<file path="src/sv/integer_text_formatter_assert.svh">
// Assertion macros used by the integer text formatter top level
`ifndef INTEGER_TEXT_FORMATTER_ASSERT_SVH
`define INTEGER_TEXT_FORMATTER_ASSERT_SVH
`ifndef ASSERT_OFF
`define ITF_ASSERT(lbl, prop) \
  lbl: assert property (@(posedge clk) disable iff (!rst_n) prop) \
    else $error("integer_text_formatter assertion failed");
`define ITF_ASSERT_ALWAYS(lbl, prop) \
  lbl: assert property (@(posedge clk) prop) \
    else $error("integer_text_formatter assertion failed");
`else
`define ITF_ASSERT(lbl, prop)
`define ITF_ASSERT_ALWAYS(lbl, prop)
`endif
`endif

</file>
<file path="src/sv/itf_pkg.sv">
// Shared types, character codes and base codes of the integer text formatter
package itf_pkg;

  localparam logic [1:0] BASE_OCT    = 2'd0;
  localparam logic [1:0] BASE_DEC    = 2'd1;
  localparam logic [1:0] BASE_HEX_LC = 2'd2;
  localparam logic [1:0] BASE_HEX_UC = 2'd3;

  localparam logic [7:0] CH_ZERO    = 8'h30;
  localparam logic [7:0] CH_LOWER_A = 8'h61;
  localparam logic [7:0] CH_UPPER_A = 8'h41;
  localparam logic [7:0] CH_PLUS    = 8'h2b;
  localparam logic [7:0] CH_MINUS   = 8'h2d;
  localparam logic [7:0] CH_SPACE   = 8'h20;

  typedef struct packed {
    logic       negative;
    logic       force_plus;
    logic       zero_pad;
    logic       left_adjust;
    logic       upper;
    logic [6:0] field_width;
  } fmt_t;

  typedef struct packed {
    logic busy;
    logic done;
  } conv_stat_t;

  function automatic logic [7:0] digit_char(input logic [3:0] d, input logic upper);
    logic [7:0] alpha;
    alpha = upper ? CH_UPPER_A : CH_LOWER_A;
    if (d < 4'd10) begin
      digit_char = CH_ZERO + {4'd0, d};
    end else begin
      digit_char = alpha + {4'd0, d} - 8'd10;
    end
  endfunction

endpackage

</file>
<file path="src/sv/itf_digit_conv.sv">
// Bit-serial binary to octal, decimal or hex digit converter
module itf_digit_conv #(
  parameter int VALUE_BITS = 64,
  parameter int DIGITS     = 22,
  parameter int CW         = 5
) (
  input  logic                       clk,
  input  logic                       rst_n,
  input  logic                       start,
  input  logic [VALUE_BITS-1:0]      value,
  input  logic [1:0]                 base,
  output itf_pkg::conv_stat_t        stat,
  output logic [DIGITS-1:0][3:0]     digits,
  output logic [CW-1:0]              ndig
);

  localparam int BCW = $clog2(VALUE_BITS);
  localparam int IW  = $clog2(DIGITS);

  logic [VALUE_BITS-1:0]  shreg_r, shreg_nxt;
  logic [BCW-1:0]         bitcnt_r, bitcnt_nxt;
  logic [DIGITS-1:0][3:0] dig_r, dig_nxt;
  logic [CW-1:0]          ndig_r, ndig_nxt;
  logic                   busy_r, busy_nxt;
  logic                   done_r, done_nxt;
  logic [1:0]             base_r;

  logic [DIGITS-1:0][3:0] adj;
  logic [DIGITS-1:0][3:0] shifted;
  logic [DIGITS-1:0]      carry;
  logic [CW-1:0]          top_idx;
  logic                   is_oct;
  logic                   is_dec;

  always_comb begin
    is_oct = (base_r == itf_pkg::BASE_OCT);
    is_dec = (base_r == itf_pkg::BASE_DEC);
    for (int i = 0; i < DIGITS; i++) begin
      adj[i]   = (is_dec && (dig_r[i] >= 4'd5)) ? dig_r[i] + 4'd3 : dig_r[i];
      carry[i] = is_oct ? adj[i][2] : adj[i][3];
    end
    shifted[0] = is_oct ? {1'b0, adj[0][1:0], shreg_r[VALUE_BITS-1]}
                        : {adj[0][2:0], shreg_r[VALUE_BITS-1]};
    for (int i = 1; i < DIGITS; i++) begin
      shifted[i] = is_oct ? {1'b0, adj[i][1:0], carry[i-1]} : {adj[i][2:0], carry[i-1]};
    end
    top_idx = ndig_r - CW'(1);
  end

  always_comb begin
    shreg_nxt  = shreg_r;
    bitcnt_nxt = bitcnt_r;
    dig_nxt    = dig_r;
    ndig_nxt   = ndig_r;
    busy_nxt   = busy_r;
    done_nxt   = 1'b0;
    if (start) begin
      shreg_nxt  = value;
      bitcnt_nxt = BCW'(VALUE_BITS - 1);
      dig_nxt    = '0;
      ndig_nxt   = CW'(1);
      busy_nxt   = 1'b1;
    end else if (busy_r) begin
      shreg_nxt = shreg_r << 1;
      dig_nxt   = shifted;
      if (carry[top_idx[IW-1:0]] && (ndig_r != CW'(DIGITS))) begin
        ndig_nxt = ndig_r + CW'(1);
      end
      if (bitcnt_r == '0) begin
        busy_nxt = 1'b0;
        done_nxt = 1'b1;
      end else begin
        bitcnt_nxt = bitcnt_r - BCW'(1);
      end
    end
  end

  always_ff @(posedge clk) begin
    if (!rst_n) begin
      busy_r <= 1'b0;
      done_r <= 1'b0;
    end else begin
      busy_r <= busy_nxt;
      done_r <= done_nxt;
    end
  end

  always_ff @(posedge clk) begin
    shreg_r  <= shreg_nxt;
    bitcnt_r <= bitcnt_nxt;
    dig_r    <= dig_nxt;
    ndig_r   <= ndig_nxt;
    if (start) begin
      base_r <= base;
    end
  end

  assign stat.busy = busy_r | done_r;
  assign stat.done = done_r;
  assign digits    = dig_r;
  assign ndig      = ndig_r;

endmodule

</file>
<file path="src/sv/itf_emit.sv">
// Character sequencer and output register of the integer text formatter
module itf_emit #(
  parameter int MAX_FIELD_WIDTH = 64,
  parameter int DIGITS          = 22,
  parameter int CW              = 5
) (
  input  logic                   clk,
  input  logic                   rst_n,
  input  logic                   start,
  input  itf_pkg::fmt_t          fmt,
  input  logic [DIGITS-1:0][3:0] digits,
  input  logic [CW-1:0]          ndig,
  output logic                   busy,
  output logic                   out_valid,
  input  logic                   out_stall,
  output logic [7:0]             out_text_char,
  output logic                   out_last_char
);

  localparam int IW = $clog2(DIGITS);

  localparam logic [2:0] ST_IDLE = 3'd0;
  localparam logic [2:0] ST_LSP  = 3'd1;
  localparam logic [2:0] ST_SIGN = 3'd2;
  localparam logic [2:0] ST_ZERO = 3'd3;
  localparam logic [2:0] ST_DIG  = 3'd4;
  localparam logic [2:0] ST_RSP  = 3'd5;

  logic [2:0]    state_r, state_nxt;
  logic [6:0]    cnt_r, cnt_nxt;
  logic [IW-1:0] dptr_r, dptr_nxt;
  logic          zer_r, zer_nxt;
  logic          rsp_r, rsp_nxt;
  logic          sgn_r, sgn_nxt;
  logic          neg_r, neg_nxt;
  logic          upper_r, upper_nxt;
  logic          ov_r, ov_nxt;
  logic [7:0]    ch_r, ch_nxt;
  logic          last_r, last_nxt;

  logic [6:0]    wsat;
  logic [6:0]    numlen;
  logic [6:0]    pad;
  logic [CW-1:0] ndig_m1;
  logic          dosign;
  logic          has_pad;
  logic          advance;

  always_comb begin
    dosign  = fmt.negative | fmt.force_plus;
    wsat    = (fmt.field_width > 7'(MAX_FIELD_WIDTH)) ? 7'(MAX_FIELD_WIDTH)
                                                      : fmt.field_width;
    numlen  = 7'(ndig) + {6'd0, dosign};
    pad     = (wsat > numlen) ? wsat - numlen : 7'd0;
    has_pad = (pad != 7'd0);
    ndig_m1 = ndig - CW'(1);
    advance = (state_r != ST_IDLE) && (!ov_r || !out_stall);
  end

  always_comb begin
    state_nxt = state_r;
    cnt_nxt   = cnt_r;
    dptr_nxt  = dptr_r;
    zer_nxt   = zer_r;
    rsp_nxt   = rsp_r;
    sgn_nxt   = sgn_r;
    neg_nxt   = neg_r;
    upper_nxt = upper_r;
    ov_nxt    = ov_r;
    ch_nxt    = ch_r;
    last_nxt  = last_r;
    if (ov_r && !out_stall) begin
      ov_nxt = 1'b0;
    end
    if (advance) begin
      ov_nxt   = 1'b1;
      last_nxt = 1'b0;
    end
    case (state_r)
      ST_IDLE: begin
        if (start) begin
          zer_nxt   = has_pad & fmt.zero_pad;
          rsp_nxt   = has_pad & ~fmt.zero_pad & fmt.left_adjust;
          sgn_nxt   = dosign;
          neg_nxt   = fmt.negative;
          upper_nxt = fmt.upper;
          cnt_nxt   = pad;
          dptr_nxt  = ndig_m1[IW-1:0];
          if (has_pad && !fmt.zero_pad && !fmt.left_adjust) begin
            state_nxt = ST_LSP;
          end else if (dosign) begin
            state_nxt = ST_SIGN;
          end else if (has_pad && fmt.zero_pad) begin
            state_nxt = ST_ZERO;
          end else begin
            state_nxt = ST_DIG;
          end
        end
      end
      ST_LSP: begin
        if (advance) begin
          ch_nxt  = itf_pkg::CH_SPACE;
          cnt_nxt = cnt_r - 7'd1;
          if (cnt_r == 7'd1) begin
            state_nxt = sgn_r ? ST_SIGN : ST_DIG;
          end
        end
      end
      ST_SIGN: begin
        if (advance) begin
          ch_nxt    = neg_r ? itf_pkg::CH_MINUS : itf_pkg::CH_PLUS;
          state_nxt = zer_r ? ST_ZERO : ST_DIG;
        end
      end
      ST_ZERO: begin
        if (advance) begin
          ch_nxt  = itf_pkg::CH_ZERO;
          cnt_nxt = cnt_r - 7'd1;
          if (cnt_r == 7'd1) begin
            state_nxt = ST_DIG;
          end
        end
      end
      ST_DIG: begin
        if (advance) begin
          ch_nxt = itf_pkg::digit_char(digits[dptr_r], upper_r);
          if (dptr_r == '0) begin
            if (rsp_r) begin
              state_nxt = ST_RSP;
            end else begin
              state_nxt = ST_IDLE;
              last_nxt  = 1'b1;
            end
          end else begin
            dptr_nxt = dptr_r - IW'(1);
          end
        end
      end
      ST_RSP: begin
        if (advance) begin
          ch_nxt  = itf_pkg::CH_SPACE;
          cnt_nxt = cnt_r - 7'd1;
          if (cnt_r == 7'd1) begin
            state_nxt = ST_IDLE;
            last_nxt  = 1'b1;
          end
        end
      end
      default: begin
        state_nxt = ST_IDLE;
      end
    endcase
  end

  always_ff @(posedge clk) begin
    if (!rst_n) begin
      state_r <= ST_IDLE;
      ov_r    <= 1'b0;
    end else begin
      state_r <= state_nxt;
      ov_r    <= ov_nxt;
    end
  end

  always_ff @(posedge clk) begin
    cnt_r   <= cnt_nxt;
    dptr_r  <= dptr_nxt;
    zer_r   <= zer_nxt;
    rsp_r   <= rsp_nxt;
    sgn_r   <= sgn_nxt;
    neg_r   <= neg_nxt;
    upper_r <= upper_nxt;
    ch_r    <= ch_nxt;
    last_r  <= last_nxt;
  end

  assign busy          = (state_r != ST_IDLE);
  assign out_valid     = ov_r;
  assign out_text_char = ch_r;
  assign out_last_char = last_r;

endmodule

</file>
<file path="src/sv/integer_text_formatter.sv">
// Top level of the integer text formatter
// Formats one integer per request as printf does (octal, decimal or hex, field width,
// zero-pad, left-adjust and plus flags) and sends the text one ASCII character per
// output request, the last one flagged by out_last_char. A request is taken, then the
// value is shifted bit by bit into a digit register, the character sequencer sets up
// the padding, and then one character leaves per cycle while out_stall is low. The next
// request is taken as soon as the last character sits in the output register.
`include "integer_text_formatter_assert.svh"
module integer_text_formatter #(
  parameter int MAX_FIELD_WIDTH = 64,
  parameter int VALUE_BITS      = 64
) (
  input  logic        clk,
  input  logic        rst_n,
  input  logic        in_valid,
  output logic        in_stall,
  input  logic [63:0] in_magnitude,
  input  logic        in_negative,
  input  logic [1:0]  in_base_select,
  input  logic [6:0]  in_field_width,
  input  logic        in_zero_pad,
  input  logic        in_left_adjust,
  input  logic        in_force_plus,
  output logic        out_valid,
  input  logic        out_stall,
  output logic [7:0]  out_text_char,
  output logic        out_last_char
);

  localparam int DIGITS = (VALUE_BITS + 2) / 3;
  localparam int CW     = $clog2(DIGITS + 1);

  itf_pkg::conv_stat_t    conv_st;
  itf_pkg::fmt_t          fmt_r, fmt_nxt;
  logic [DIGITS-1:0][3:0] digits;
  logic [CW-1:0]          ndig;
  logic                   emit_busy;
  logic                   in_acc;

  assign in_stall = conv_st.busy | emit_busy;
  assign in_acc   = in_valid & ~in_stall;

  always_comb begin
    fmt_nxt.negative    = in_negative;
    fmt_nxt.force_plus  = in_force_plus;
    fmt_nxt.zero_pad    = in_zero_pad;
    fmt_nxt.left_adjust = in_left_adjust;
    fmt_nxt.upper       = (in_base_select == itf_pkg::BASE_HEX_UC);
    fmt_nxt.field_width = in_field_width;
  end

  always_ff @(posedge clk) begin
    if (in_acc) begin
      fmt_r <= fmt_nxt;
    end
  end

  itf_digit_conv #(
    .VALUE_BITS (VALUE_BITS),
    .DIGITS     (DIGITS),
    .CW         (CW)
  ) u_conv (
    .clk    (clk),
    .rst_n  (rst_n),
    .start  (in_acc),
    .value  (in_magnitude[VALUE_BITS-1:0]),
    .base   (in_base_select),
    .stat   (conv_st),
    .digits (digits),
    .ndig   (ndig)
  );

  itf_emit #(
    .MAX_FIELD_WIDTH (MAX_FIELD_WIDTH),
    .DIGITS          (DIGITS),
    .CW              (CW)
  ) u_emit (
    .clk           (clk),
    .rst_n         (rst_n),
    .start         (conv_st.done),
    .fmt           (fmt_r),
    .digits        (digits),
    .ndig          (ndig),
    .busy          (emit_busy),
    .out_valid     (out_valid),
    .out_stall     (out_stall),
    .out_text_char (out_text_char),
    .out_last_char (out_last_char)
  );

  `ITF_ASSERT(a_accept_starts_conv, in_acc |=> conv_st.busy)
  `ITF_ASSERT(a_done_needs_idle_emit, conv_st.done |-> !emit_busy)
  `ITF_ASSERT(a_digits_held_while_emit, emit_busy |-> !conv_st.busy)
  `ITF_ASSERT_ALWAYS(a_reset_clears_out, !rst_n |=> !out_valid)

endmodule
</file>
<file path="config.mk">
export PLATFORM = sky130hd
export DESIGN_NAME = integer_text_formatter
export DESIGN_NICKNAME = d
export VERILOG_FILES = /design/src/sv/itf_pkg.sv /design/src/sv/itf_digit_conv.sv /design/src/sv/itf_emit.sv /design/src/sv/integer_text_formatter.sv
export VERILOG_INCLUDE_DIRS = /design/src /design/src/sv
export SDC_FILE = /design/constraint.sdc
export NUM_CORES = 1
export LEC_CHECK = 0
export BUFFER_PORTS_ARGS = -buffer_cell sky130_fd_sc_hd__buf_2
export CORE_UTILIZATION = 40
export DETAILED_ROUTE_END_ITERATION = 8
export PLACE_DENSITY_LB_ADDON = 0.08
export SYNTH_ARGS = -nofsm -noshare
export SYNTH_HDL_FRONTEND = slang
export SYNTH_SLANG_ARGS = --single-unit
</file>
<file path="constraint.sdc">
create_clock -name clk -period 5.6 [get_ports clk]
set_input_delay 0.28 -clock clk [delete_from_list [all_inputs] [get_ports clk]]
set_output_delay 0.28 -clock clk [all_outputs]
set_load 0.01 [all_outputs]
</file>
# Yosys cells after proc, flatten, opt, wreduce, memory -nomap -nowiden

Cells that the tools add are included.

Register bits after elaboration: 209
Bits of input ports: 81
Output and inout port bits: 11
Word-level logic and storage cells: 311

Add/sub/neg operators: 32
Order comparisons: 27
Equal/unequal tests: 22
Multiplexer cells: 119
Bitwise operators: 12
Reductions and logical operators: 54

Operator list:

| cell                | number |
|---|---|
| $mux 4              | 45 |
| $mux 64             | 2 |
| $add 4x2->4 const B | 22 |
| $ge 4x3->1 const B  | 22 |
| $mux 3              | 17 |
| $mux 8              | 5 |
| $mux 1              | 35 |
| $pmux 8 s4          | 1 |
| $logic_and 1x1->1   | 28 |
| $mux 7              | 4 |
| $ne 2x1->1 const B  | 11 |
| $bmux 4 s5          | 1 |
| $pmux 3 s6          | 1 |
| $mux 5              | 3 |
| $pmux 7 s2          | 1 |
| $lt 5x6->1 const B  | 2 |
| $pmux 5 s2          | 1 |
| $reduce_and 10->1   | 1 |
| $sub 5x1->5 const B | 2 |
| $add 8x4->8         | 1 |
| $reduce_bool 2->1   | 4 |
| $sub 8x4->8 const B | 1 |
| $add 6x4->7 const A | 1 |
| $eq 7x1->1 const B  | 1 |
| 36 further kinds    | 54 |

# Depth between registers and ports, before layout

Depth in word-level cells: 11
Depth in mapped cells: 17
Depth with buffers taken out: 16

# By module

Synthesis repeated with hierarchy kept, for this count alone.

Cells, all modules: 1298
Area, all modules: 12783.5 um^2

By module, submodules not included:

| module                 | instances | cells each | area an instance (um^2) | sequential area each (um^2) |
|---|---|---|---|---|
| itf_digit_conv         | 1         | 980        | 9355.2                  | 4003.8 |
| itf_emit               | 1         | 303        | 3047.9                  | 820.8 |
| integer_text_formatter | 1         | 15         | 380.4                   | 360.3 |

# Worst setup path after synthesis

OpenSTA, ideal clock, no wires.

Kind: reg2reg
From: reg fmt_r[11] (netlist bit)
To: reg u_emit.state_r[1]
Setup time: 0.063 ns
Arrival time: 3.229 ns
Required time: 5.537 ns
Setup slack: 2.308 ns
Cell stages (with the launch flop): 16
Buffers on the path: 0
Period minus slack after synthesis: 3.292 ns
Cells stage by stage: edfxtp_1 > nor2_1 > inv_1 > ha_1 > ha_1 > inv_1 > fa_1 > a21o_1 > a21oi_1 > xor2_1 > o311ai_0 > a211oi_1 > o21ai_1 > o21a_1 > or4b_1 > nand3_1

Word-level cells in the longest chain between the ends: 11
Elaborated cells on any way between the ends: 14
Classes of those cells: 2 x add/sub; 1 x order compare; 6 x mux; 1 x bitwise; 4 x reduce/logical

RTL lines:

| element                                          | RTL line                     | text |
|---|---|---|
| start: declaration                               | integer_text_formatter.sv:34 | `itf_pkg::fmt_t fmt_r, fmt_nxt;` |
| start signal: assignment                         | integer_text_formatter.sv:54 | `fmt_r <= fmt_nxt;` |
| $or 1x1->1 (*)                                   | itf_emit.sv:50               | `dosign = fmt.negative \| fmt.force_plus;` |
| named net u_emit.dosign                          | itf_emit.sv:45               | `logic dosign;` |
| $add 5x1->6                                      | itf_emit.sv:53               | `numlen = 7'(ndig) + {6'd0, dosign};` |
| $sub 7x7->7 / $gt 7x7->1 (equally long branches) | itf_emit.sv:54               | `pad = (wsat > numlen) ? wsat - numlen : 7'd0;` |
| $mux 7                                           | itf_emit.sv:54               |  |
| $reduce_bool 7->1                                | itf_emit.sv:55               | `has_pad = (pad != 7'd0);` |
| $logic_and 1x1->1                                | itf_emit.sv:93               | `end else if (has_pad && fmt.zero_pad) begin` |
| $mux 3                                           | itf_emit.sv:93               |  |
| $mux 3                                           | itf_emit.sv:91               | `end else if (dosign) begin` |
| $mux 3 (*)                                       | itf_emit.sv:89               | `if (has_pad && !fmt.zero_pad && !fmt.left_adjust) begin` |
| $mux 3 (*)                                       | itf_emit.sv:81               | `if (start) begin` |
| $pmux 3 s6 (*)                                   | itf_emit.sv:79               | `case (state_r)` |
| end signal: assignment                           | itf_emit.sv:160              | `state_r <= state_nxt;` |
| end: declaration                                 | itf_emit.sv:29               | `logic [2:0] state_r, state_nxt;` |

The timed path passes the listed nets; every way through them passes the cells marked *. The select of a mux whose other input is x is not followed.
A chain may end at the register's enable or synchronous reset.

# Worst setup path in the final report

From: reg u_conv.ndig_r[0], in the netlist u_conv.ndig[0]
To: reg u_emit.state_r[1]

Word-level cells in the longest chain between the ends: 10
Elaborated cells on any way between the ends: 13
Classes of those cells: 2 x add/sub; 1 x order compare; 6 x mux; 4 x reduce/logical

RTL lines:

| element                                          | RTL line             | text |
|---|---|---|
| start: declaration                               | itf_digit_conv.sv:23 | `logic [CW-1:0] ndig_r, ndig_nxt;` |
| start signal: assignment                         | itf_digit_conv.sv:92 | `ndig_r <= ndig_nxt;` |
| $add 5x1->6 (*)                                  | itf_emit.sv:53       |  |
| $sub 7x7->7 / $gt 7x7->1 (equally long branches) | itf_emit.sv:54       |  |
| $mux 7 (*)                                       | itf_emit.sv:54       |  |
| $reduce_bool 7->1 (*)                            | itf_emit.sv:55       |  |
| $logic_and 1x1->1                                | itf_emit.sv:93       |  |
| $mux 3                                           | itf_emit.sv:93       |  |
| $mux 3                                           | itf_emit.sv:91       |  |
| $mux 3 (*)                                       | itf_emit.sv:89       |  |
| $mux 3 (*)                                       | itf_emit.sv:81       |  |
| $pmux 3 s6 (*)                                   | itf_emit.sv:79       |  |

Every way passes the cells marked *; elsewhere a longest branch is shown, timed or not. The select of a mux whose other input is x is not followed.

==> results by group <==
Power
  – Power Density: 374 nW/um2
  – Tot Pwr: 0.00543 W
  – LEAKAGE: 5.47 nW
  – Peak supply drop: 0.000233 V

Place
  – DP Wirelength: 21800 um
  – # port buffers: 90
  – GP Congestion: 0.847

Worst setup path
  – CP Capture Type: register
  – Worst setup SP type: register
  – CP peak stage delay: 820 ps
  – CP most frequent cell: ha_1
  – Worst path cell trace: ha_1 -> ha_1 -> nand3_1 -> xor2_1 -> ha_1 -> nand4_1 -> o31a_1 -> o22ai_1 -> nand2_1 -> a211oi_1 -> o21ai_1 -> o21a_1 -> or4b_1 -> nand3_1
  – Crit path DAT: 4260 ps
  – Worst setup path start: u_conv.ndig[0]
  – Max FO, Critical Path: 18
  – Delay-heaviest family, CP: adder cells
  – Path type of the worst setup path: register to register
  – CP required: 6060 ps
  – Count of buffer and inverter cells on the critical path: 0
  – Slowest-stage cell, CP: dfxtp_1
  – Worst r2r src: u_conv.ndig[0]

Routing
  – Pre-antenna DRT Iters: 7
  – Metal3 WL: 1260 um
  – Post-DR wirelength/cell: 16.9 um
  – Wl on met1: 15900 um
  – ANT nets after route: 0
  – Total number of vias: 10500
  – Metal2 WL: 14500 um
  – DRC: 0
  – DR top layer: met4
  – Starting DRC count in detailed routing: 758
  – Total Wirelength: 32300 um
  – Routed vias/inst: 5.48

Synth
  – Syn Area/Cell: 8.88 um2
  – Main flop type after synthesis: dfxtp_1
  – Post-Synthesis Cells: 1418
  – Top cells by area, synth: edfxtp_1 24%, dfxtp_1 17%, nand2_1 9.3%
  – Most numerous cell in the Yosys netlist: nand2_1
  – Ys Warns: 0
  – EDFF count, synth: 102
  – Yosys top cell area share: 0.243
  – Synth Cell Area: 12600 um2
  – Synthesis-stage register bit count: 208
  – Syn Nets: 1562
  – Synth cell count leaders: 312 x nand2_1, 106 x dfxtp_1, 102 x edfxtp_1
  – Synth cell types: 84
  – Share of the yosys chip area belonging to registers: 0.412
  – Yosys top cell by area: edfxtp_1
  – Synth async-reset ratio: 0

STA
  – Final Max Tran Viols: 0
  – Setup total negative slack: 0 ps
  – Clk_skew: 7.11 ps
  – Final period utilization: 0.679
  – Minimum clock period: 3800 ps
  – Peak Freq: 263 MHz
  – Setup Viol. Count Final: 0
  – Slew headroom: 0.203
  – Hold Fails Final Rpt: 0
  – Slew @ Worst Pin: 1190 ps
  – RSZ-0062 raised after global routing: no

Clock network
  – Worst-Skew Late Latency: 530 ps
  – Clock-pin slew on the worst setup and hold paths: 60 ps
  – CTS buffer count: 26
  – Clock Path Buffers: 3
  – H-tree levels: 1
  – Clk sinks: 208
  – Setup repair bufs after CTS: 0
  – Root buf cell: clkbuf_16
  – Post-CTS Resized: 0
  – CTS tree: yes

GRT
  – Initial antenna violation count: 0
  – Grt total ovfl: 0
  – All-Layer GR Usage: 0.198
  – Vias in the first global route: 9909
  – Pin count of the biggest net entering global routing: 86
  – First-pass GRT wire length: 52700 um

Hold path
  – Hold Path Origin: in_magnitude[36]
  – Min-delay worst type: input pin to register

Job
  – Max-cap violations: 0

Finish
  – Area grow syn2layout: 15.2%
  – Nets@finish: 1642
  – N_diodes: 0
  – Multi-input gate area: 6720 um2
  – Ratio of cells with drive above 1 in the final layout: 0.128
  – Register area: 5190 um2
  – # fillers: 3004

Die
  – Core area: 30700 um2
  – Die Ht: 179 um
  – Initial core utilization: 0.410
  – Row count: 64
  – Die area: 32200 um2
  – I/O pin total: 92
  – Die X-Extent: 179 um

Outcome
  – Status: finished clean
==> cell type report <==
cell class / count / area share
flip-flops and latches: 208 / 0.358
well taps: 396 / 0.0341
clock inverters: 20 / 0.0206
repair buffers: 131 / 0.0574
inverters: 78 / 0.0204
clock buffers: 28 / 0.0468
multi-input cells: 1053 / 0.463
==> layout by cell type (no fill, tap or decap), types with 4 or more instances in the layout <==
cell,count
a211oi_1,4
a21o_1,21
a21oi_1,39
a22oi_1,4
a31o_2,6
a31oi_1,20
and2_1,9
buf_2,90
buf_4,11
bufinv_16,8
clkbuf_16,27
clkinv_1,6
clkinv_2,7
dfxtp_1,105
dlygate4sd3_1,30
edfxtp_1,102
ha_1,62
inv_1,73
mux2i_1,11
mux4_2,22
nand2_1,312
nand2b_1,15
nand3_1,28
nand3b_1,8
nand4_1,4
nor2_1,86
nor2b_1,48
nor3_1,23
nor3b_1,5
o211ai_1,31
o21a_1,11
o21ai_0,90
o21ai_1,4
o22ai_1,8
o311ai_1,4
o31ai_1,47
or4_1,17
xnor2_1,37
xor2_1,9
==> path summary, 6_finish.rpt <==
kind | cells past startpoint | end | slack (ps)
hold reg to reg | 0 | u_emit.upper_r | 430
hold / removal | 3 | u_conv.shreg_r[36] | 20
setup reg to reg | 14 | u_emit.state_r[1] | 1800
setup / recovery | 14 | u_emit.state_r[1] | 1800
==> metrics by stage <==
step | hold slack, ps | instance area, um2 | instances | utilization | worst slack [ps]
after floorplan | 379 | 12600 | 1418 | - | 2310
after global placement | 404 | 13200 | 1836 | 0.430 | 1860
after detailed placement | 410 | 13200 | 1836 | 0.430 | 1830
after CTS | 0.340 | 14500 | 1914 | 0.472 | 1820
after global routing | 6.77 | 14500 | 1914 | 0.472 | 1430
final | 17.4 | 14500 | 1914 | 0.472 | 1800
==> routing by layer <==
metal | vias to the layer above | GRT usage
met4 | 0 | 0.0455
met2 | 217 | 0.323
li1 | 5201 | -
met1 | 5026 | 0.280
met5 | - | 0
met3 | 45 | 0.0245
==> flip-flops by register name, summed over array words and instances, names as in the netlist, 2 cells and up <==
register,flops
fmt_r,12
u_conv.base_r,2
u_emit.state_r,3
u_conv.digits,88
u_emit.out_text_char,7
u_emit.cnt_r,7
u_conv.ndig,5
u_conv.shreg_r,64
u_emit.dptr_r,5
u_conv.bitcnt_r,6
==> tightest hold or removal path, stage by stage <==
cell and delay [ps]:
buf_2 70, nand2_1 40, nand2_1 50
==> power by group <==
| group | switching [W] | leakage [nW] | internal [W] |
|---|---|---|---|
| clock | 0.000675 | 0.485 | 0.00124 |
| sequential | 0.000195 | 1.84 | 0.00203 |
| combinational | 0.000846 | 3.15 | 0.000444 |
| total | 0.00172 | 5.47 | 0.00371 |
==> cells by family (layout without fill, tap and decap cells) <==
group                      count (synthesis)  count (layout)  synth area share
buffers and inverters                    157             257            0.0561
and+or+nand+nor                          578             578             0.209
DFF                                      208             208             0.412
muxes                                     35              35            0.0510
other                                      1               1          0.000298
AOI/OAI and AO/OA                        330             330             0.177
xor gates and xnor gates                  46              46            0.0320
adders and majority gates                 63              63            0.0632
==> timing repair <==
action | 4_1_cts | 5_1_grt
hold buffers | 30 | 0
endpoints found under the hold margin | 30 | 0
setup endpoints to repair | 0 | 0
No activity file was read; power rests on OpenSTA's default activity.
